## src/xks_pkg.sv

```systemverilog
`default_nettype none
package xks_pkg;

  localparam int DICT_WORDS  = 4096;
  localparam int WORD_BYTES  = 32;
  localparam int MSG_BYTES   = 1024;
  localparam int CHUNK_BYTES = 8;
  localparam int CHUNKS      = WORD_BYTES / CHUNK_BYTES;
  localparam int DICT_DEPTH  = DICT_WORDS * CHUNKS;
  localparam int DICT_AW     = $clog2(DICT_DEPTH);
  localparam int MSG_AW      = $clog2(MSG_BYTES);
  localparam int WIDX_W      = $clog2(DICT_WORDS);
  localparam int CIDX_W      = $clog2(CHUNKS);
  localparam int WL_W        = $clog2(WORD_BYTES) + 1;
  localparam int DSIZE_W     = 13;
  localparam int MLEN_W      = 11;
  localparam int SCORE_W     = 10;
  localparam int CFG_W       = 13;

  localparam logic [7:0]         MARK_CHAR = 8'h3F;
  localparam logic [7:0]         LAST_KEY  = 8'hFF;
  localparam logic [SCORE_W-1:0] SCORE_MAX = 10'h3FF;
  localparam logic [DSIZE_W-1:0] DICT_LIMIT = DSIZE_W'(DICT_WORDS);
  localparam logic [MLEN_W-1:0]  MSG_LIMIT  = MLEN_W'(MSG_BYTES);

  localparam logic CFG_DICT_SIZE = 1'b0;
  localparam logic CFG_MSG_LEN   = 1'b1;

  typedef enum logic [1:0] {
    CMD_WR_DICT = 2'd0,
    CMD_WR_MSG  = 2'd1,
    CMD_RUN     = 2'd2,
    CMD_READ    = 2'd3
  } command_t;

  typedef enum logic [1:0] {
    CMP_CONT = 2'd0,
    CMP_LT   = 2'd1,
    CMP_GT   = 2'd2,
    CMP_EQ   = 2'd3
  } cmp_t;

  typedef enum logic [3:0] {
    S_IDLE,
    S_RD_WAIT,
    S_KEY_START,
    S_MSG_RD,
    S_MSG_USE,
    S_WORD,
    S_WORD_DONE,
    S_LK_CHECK,
    S_LK_CMP,
    S_KEY_END,
    S_FINISH
  } state_t;

  typedef struct packed {
    logic [1:0]  command;
    logic [11:0] dict_index;
    logic [1:0]  chunk_index;
    logic [63:0] chunk_data;
    logic [9:0]  msg_pos;
    logic [7:0]  msg_byte;
  } in_t;

  typedef struct packed {
    logic [7:0]  best_key;
    logic [9:0]  best_score;
    logic        found;
    logic [7:0]  read_char;
  } out_t;

  typedef struct packed {
    logic accept;
    logic rd_latch;
    logic key_start;
    logic msg_rd;
    logic append;
    logic advance;
    logic lk_start;
    logic word_done;
    logic lk_rd;
    logic lk_next;
    logic lk_lower;
    logic lk_upper;
    logic hit;
    logic key_end;
    logic load_out;
  } ctrl_t;

  typedef struct packed {
    logic at_end;
    logic wl_zero;
    logic too_long;
    logic letter;
    logic lk_empty;
    cmp_t cmp;
    logic chunk_last;
    logic last_key;
    logic out_free;
  } stat_t;

  function automatic logic [7:0] plain_byte(input logic [7:0] enc, input logic [7:0] key);
    logic [7:0] c;
    c = enc ^ key;
    return (c < 8'h20 || c > 8'h7E) ? MARK_CHAR : c;
  endfunction

  function automatic logic is_letter(input logic [7:0] c);
    return (c >= 8'h41 && c <= 8'h5A) || (c >= 8'h61 && c <= 8'h7A);
  endfunction

  function automatic cmp_t cmp_chunk(input logic [63:0] a, input logic [63:0] d);
    cmp_t r;
    logic done;
    r = CMP_CONT;
    done = 1'b0;
    for (int b = 0; b < CHUNK_BYTES; b++) begin
      if (!done) begin
        if (a[8*b +: 8] != d[8*b +: 8]) begin
          r = (a[8*b +: 8] < d[8*b +: 8]) ? CMP_LT : CMP_GT;
          done = 1'b1;
        end else if (a[8*b +: 8] == 8'h00) begin
          r = CMP_EQ;
          done = 1'b1;
        end
      end
    end
    return r;
  endfunction

endpackage
`default_nettype wire

```

## src/xks_ctrl.sv

```systemverilog
`default_nettype none
module xks_ctrl
  import xks_pkg::*;
(
  input  wire logic       clk,
  input  wire logic       rst,
  input  wire logic       in_valid,
  input  wire logic [1:0] command,
  input  wire stat_t      st,
  output logic            in_ready,
  output ctrl_t           ctl
);

  state_t state;
  state_t state_next;

  always_ff @(posedge clk) begin
    if (rst) begin
      state <= S_IDLE;
    end else begin
      state <= state_next;
    end
  end

  always_comb begin
    state_next = state;
    case (state)
      S_IDLE: begin
        if (in_valid) begin
          case (command)
            CMD_RUN:  state_next = S_KEY_START;
            CMD_READ: state_next = S_RD_WAIT;
            default:  state_next = S_IDLE;
          endcase
        end
      end
      S_RD_WAIT:   state_next = S_FINISH;
      S_KEY_START: state_next = S_MSG_RD;
      S_MSG_RD: begin
        if (!st.at_end) begin
          state_next = S_MSG_USE;
        end else if (!st.wl_zero) begin
          state_next = S_WORD;
        end else begin
          state_next = S_KEY_END;
        end
      end
      S_MSG_USE: begin
        if (!st.letter && !st.wl_zero) begin
          state_next = S_WORD;
        end else begin
          state_next = S_MSG_RD;
        end
      end
      S_WORD: state_next = st.too_long ? S_WORD_DONE : S_LK_CHECK;
      S_WORD_DONE: state_next = st.at_end ? S_KEY_END : S_MSG_RD;
      S_LK_CHECK: state_next = st.lk_empty ? S_WORD_DONE : S_LK_CMP;
      S_LK_CMP: begin
        case (st.cmp)
          CMP_LT:  state_next = S_LK_CHECK;
          CMP_GT:  state_next = S_LK_CHECK;
          CMP_EQ:  state_next = S_WORD_DONE;
          default: state_next = st.chunk_last ? S_WORD_DONE : S_LK_CMP;
        endcase
      end
      S_KEY_END: state_next = st.last_key ? S_FINISH : S_KEY_START;
      S_FINISH:  state_next = st.out_free ? S_IDLE : S_FINISH;
      default:   state_next = S_IDLE;
    endcase
  end

  always_comb begin
    ctl      = '0;
    in_ready = 1'b0;
    case (state)
      S_IDLE: begin
        in_ready   = !rst;
        ctl.accept = in_valid && !rst;
      end
      S_RD_WAIT:   ctl.rd_latch  = 1'b1;
      S_KEY_START: ctl.key_start = 1'b1;
      S_MSG_RD:    ctl.msg_rd    = !st.at_end;
      S_MSG_USE: begin
        ctl.append  = st.letter;
        ctl.advance = !st.letter && st.wl_zero;
      end
      S_WORD:      ctl.lk_start = !st.too_long;
      S_WORD_DONE: begin
        ctl.word_done = 1'b1;
        ctl.advance   = !st.at_end;
      end
      S_LK_CHECK:  ctl.lk_rd = !st.lk_empty;
      S_LK_CMP: begin
        case (st.cmp)
          CMP_LT:  ctl.lk_lower = 1'b1;
          CMP_GT:  ctl.lk_upper = 1'b1;
          CMP_EQ:  ctl.hit      = 1'b1;
          default: begin
            ctl.hit     = st.chunk_last;
            ctl.lk_next = !st.chunk_last;
          end
        endcase
      end
      S_KEY_END: ctl.key_end  = 1'b1;
      S_FINISH:  ctl.load_out = st.out_free;
      default: ;
    endcase
  end

endmodule
`default_nettype wire

```

## config.mk

```make
export PLATFORM = sky130hd
export DESIGN_NAME = xks_ctrl
export DESIGN_NICKNAME = d
export VERILOG_FILES = /design/src/xks_pkg.sv /design/src/xks_ctrl.sv
export SDC_FILE = /design/constraint.sdc
export NUM_CORES = 1
export LEC_CHECK = 0
export BUFFER_PORTS_ARGS = -buffer_cell sky130_fd_sc_hd__buf_4
export CELL_PAD_IN_SITES_DETAIL_PLACEMENT = 0
export CELL_PAD_IN_SITES_GLOBAL_PLACEMENT = 1
export CORE_MARGIN = 2
export CORE_UTILIZATION = 26
export CTS_CLUSTER_SIZE = 25
export DETAILED_ROUTE_END_ITERATION = 12
export MAX_ROUTING_LAYER = met4
export PLACE_DENSITY_LB_ADDON = 0.25
export SYNTH_ARGS = -nofsm -noshare
export SYNTH_HDL_FRONTEND = slang
export SYNTH_SLANG_ARGS = --single-unit
```

## constraint.sdc

```tcl
create_clock -name clk -period 1.4 [get_ports clk]
set_input_delay 0.07 -clock clk [delete_from_list [all_inputs] [get_ports clk]]
set_output_delay 0.07 -clock clk [all_outputs]
set_load 0.01 [all_outputs]
```

==> results by group <==
Status
  • Status: finished, violations left
  • Failing checks: negative setup slack

Logic synthesis
  • Main combinational cell family by area after synthesis: simple AND/OR/NAND/NOR gates
  • Post-Syn Nets: 105
  • Ranking of synthesized cells by area: dfxtp_1 (14%), ha_1 (8.5%), o21ai_0 (5.9%), nor2_1 (5.7%), nor3_1 (5.1%)
  • Post-synthesis mux area share: 1.70%
  • Netlist Area Pre-Place: 589 µm²
  • Main flop type after synthesis: dfxtp_1
  • Post-synth EDFFs: 0
  • Register bit total from synthesis: 4
  • Synth Area in Compound Gates: 23.6%
  • Sequential area share after synthesis: 13.6%
  • Most frequent cell after synthesis: nor2_1
  • Fraction of registers with async set/reset: 0%
  • Post-Synth Simple-Gate Area: 45.0%
  • Post-synth top cells: nor2_1 (9), o21ai_0 (7), nor3_1 (6)
  • Post-synthesis cell count: 86
  • Average size of a mapped cell: 6.85 µm²
  • Ys Warns: 0
  • Post-synthesis adder-cell area fraction: 8.49%
  • Synth cell types: 32
  • XOR/XNOR share of the synthesized area: 0%
  • Yosys top cell by area: dfxtp_1
  • Synth top area share: 13.6%

CTS
  • Clock Sinks: 4
  • CTS Hold Bufs: 0
  • Clock transition at path regs: approximately 0.04 ns
  • Clock Latency Late Sink: 0.24 ns
  • # H-tree levels: 1
  • TritonCTS buffer count: 3
  • CTS root buffer: clkbuf_4
  • Clock Path Buffers: 2
  • CTS tree: yes

Critical path
  • Worst EP arrival: 1.45 ns
  • CP delay by family, top: simple AND/OR/NAND/NOR gates
  • Crit end category: output port
  • CP cell instances: or4_4, nor2_4, and2_4, buf_6
  • Setup slack, reg-to-reg: approximately 0.050 ns
  • CP bufs+invs: 1
  • Max stage delay on crit path: between 0.5 and 0.6 ns
  • Setup Crit Path Kind: reg -> out
  • CP max-delay cell: or4_4
  • Worst EP required: 1.33 ns
  • Worst Path Max Fanout: 4
  • Nature of the critical path startpoint: flop

Power
  • PwrDens: 1170 nW/µm²
  • Peak supply drop: 0.000555 V
  • Internal Power: just over 0.7 mW
  • Logic pwr share: 73.4%
  • Sequential fraction of design power: 14.2%
  • Clk network pwr share: 12.4%
  • Total power: 1.23 mW
  • Leak: 0.477 nW
  • P_sw: around 0.52 mW
  • Switch share: between 40% and 50%

Drt
  • Routed WL per cell: 11.4 µm
  • DRT Pass-1 Iters: 4
  • Vias/cell: ~4.9
  • DRT iter0 DRCs: 7
  • Via count: around 770
  • DRC: 0
  • Final antenna-violating net count: 0
  • Total wire length: 1.80 mm

Layout
  • Fraction of layout cells with a size suffix above 1: 50.0%
  • Most flops, register: state
  • Final nets: ~150
  • Final core utilization: 48.4%
  • Max FFs per register: 4
  • Fin cells: 158
  • Synth-to-layout area growth: 78.3%
  • Diode count: 0
  • Regs by FF count: state x4

Global routing
  • Met3 usage: 2.87%
  • First-pass GRT wire length: 2.89 mm
  • Gr usage total: 14.8%
  • Vias in the first global route: 692
  • Grt ovf: 0
  • Busiest grt layer: met2
  • Largest net degree at the start of global routing: 11
  • Antenna violations before repair: 0
  • Met2 Usage GRT: 22.9%
  • GR Util met1: 18.1%

Die
  • IO Count: 31
  • Die Y: 51.6 µm
  • Core region area: 2170 µm²
  • Die Span X: 51.6 µm
  • # rows: 17
  • Die area: between 2000 and 3000 µm²
  • Initial cell density of the core: 27.2%

STA
  • Setup Skew: 0.00476 ns
  • Max_slew headroom: 77.0%
  • Setup TNS: -0.332 ns
  • Final number of max-transition violations: 0
  • Max Freq: 0.658 GHz
  • Final worst path period need: about 1.5 ns
  • Setup violators final: 4
  • Hold Fails Final Rpt: 0
  • RSZ-0062 raised after global routing: true
  • Fin crit share: 108%
  • Final setup margin: -0.119 ns
  • Worst slew pin tran: 0.342 ns

Min path
  • Worst hold path class: in -> reg

Place
  • Placed cells: between 100 and 150
  • HPWL after DPL: 1.37 mm
  • Final RePlAce weighted congestion: 0.774
  • PortBufs: 30

Job
  • Max-cap violations: 0
==> routing by layer <==
layer	vias to the layer above	routed length, µm
met3	7	93
met2	20	818
met5	-	0
met4	0	44
li1	399	-
met1	342	841
==> path summary, 6_finish.rpt <==
path / startpoint / end / depth (start not counted)
setup / recovery: state[0] / ctl[14] / 4
hold / removal: rst / state[0] / 3
hold reg to reg: state[2] / state[1] / 3
setup reg to reg: state[2] / state[1] / 5
==> power by group through the flow <==
stage,Combinational (mW),Clock (mW),Sequential (mW)
2_1_floorplan,0.454,0,0.167
3_3_place_gp,0.698,0,0.181
3_5_place_dp,0.689,0,0.184
4_1_cts,0.834,0.155,0.172
5_1_grt,0.989,0.161,0.182
6_report,0.906,0.153,0.176
==> timing repair <==
action / in CTS / in global routing
hold endpoints to repair: 0 / 0
resized for setup: 10 / 13
buffers inserted: 4 / 3
pin swaps: 4 / 7
endpoints found under the setup margin: 6 / 16
==> cell type report <==
cell class | instances | area (µm²)
flip-flops and latches | 4 | 88.8
repair buffers | 47 | 375
well taps | 28 | 35.0
fillers | 217 | 1120
inverters | 4 | 15.0
multi-input cells | 72 | 514
clock buffers | 3 | 22.5
==> worst min-delay path, delay by kind of cell <==
family	cells	cell delay, ns
compound gates	2	0.16
buf+inv	1	0.10
==> cell families after synthesis <==
logic type,Yosys count
adder cells (fa/ha/maj),4
flip-flops,4
multiplexers,1
AND/OR/NAND/NOR,45
buffers and inverters,10
AO/OA/AOI/OAI,22
==> per-stage QoR <==
step / worst slack (ns) / hold slack [ns] / cell area, µm²
2_1_floorplan: 0.0868 / 0.173 / 589
5_1_grt: -0.150 / 0.148 / 1050
3_3_place_gp: 0.105 / 0.371 / 895
4_1_cts: -0.142 / 0.132 / 988
6_report: -0.119 / 0.130 / 1050
3_5_place_dp: 0.0831 / 0.377 / 895
==> cell usage in the layout, fill, tap and decap left out, types with 2 or more instances in the layout <==
cell type and count:
a21oi_1 4, dfxtp_4 2, and4_1 2, nor3b_1 2, nand2b_2 2, buf_4 41, nor2b_1 3, inv_1 4
ha_1 4, nand2b_1 2, o21ai_0 7, clkbuf_4 3, nand3b_1 2, nor3_1 6, nor2_1 7, nor2_2 2
buf_6 6, and2_1 2, a21o_1 2, nand4b_1 2, nand2_1 4, a31oi_1 3
No activity file was read; power rests on OpenSTA's default activity.
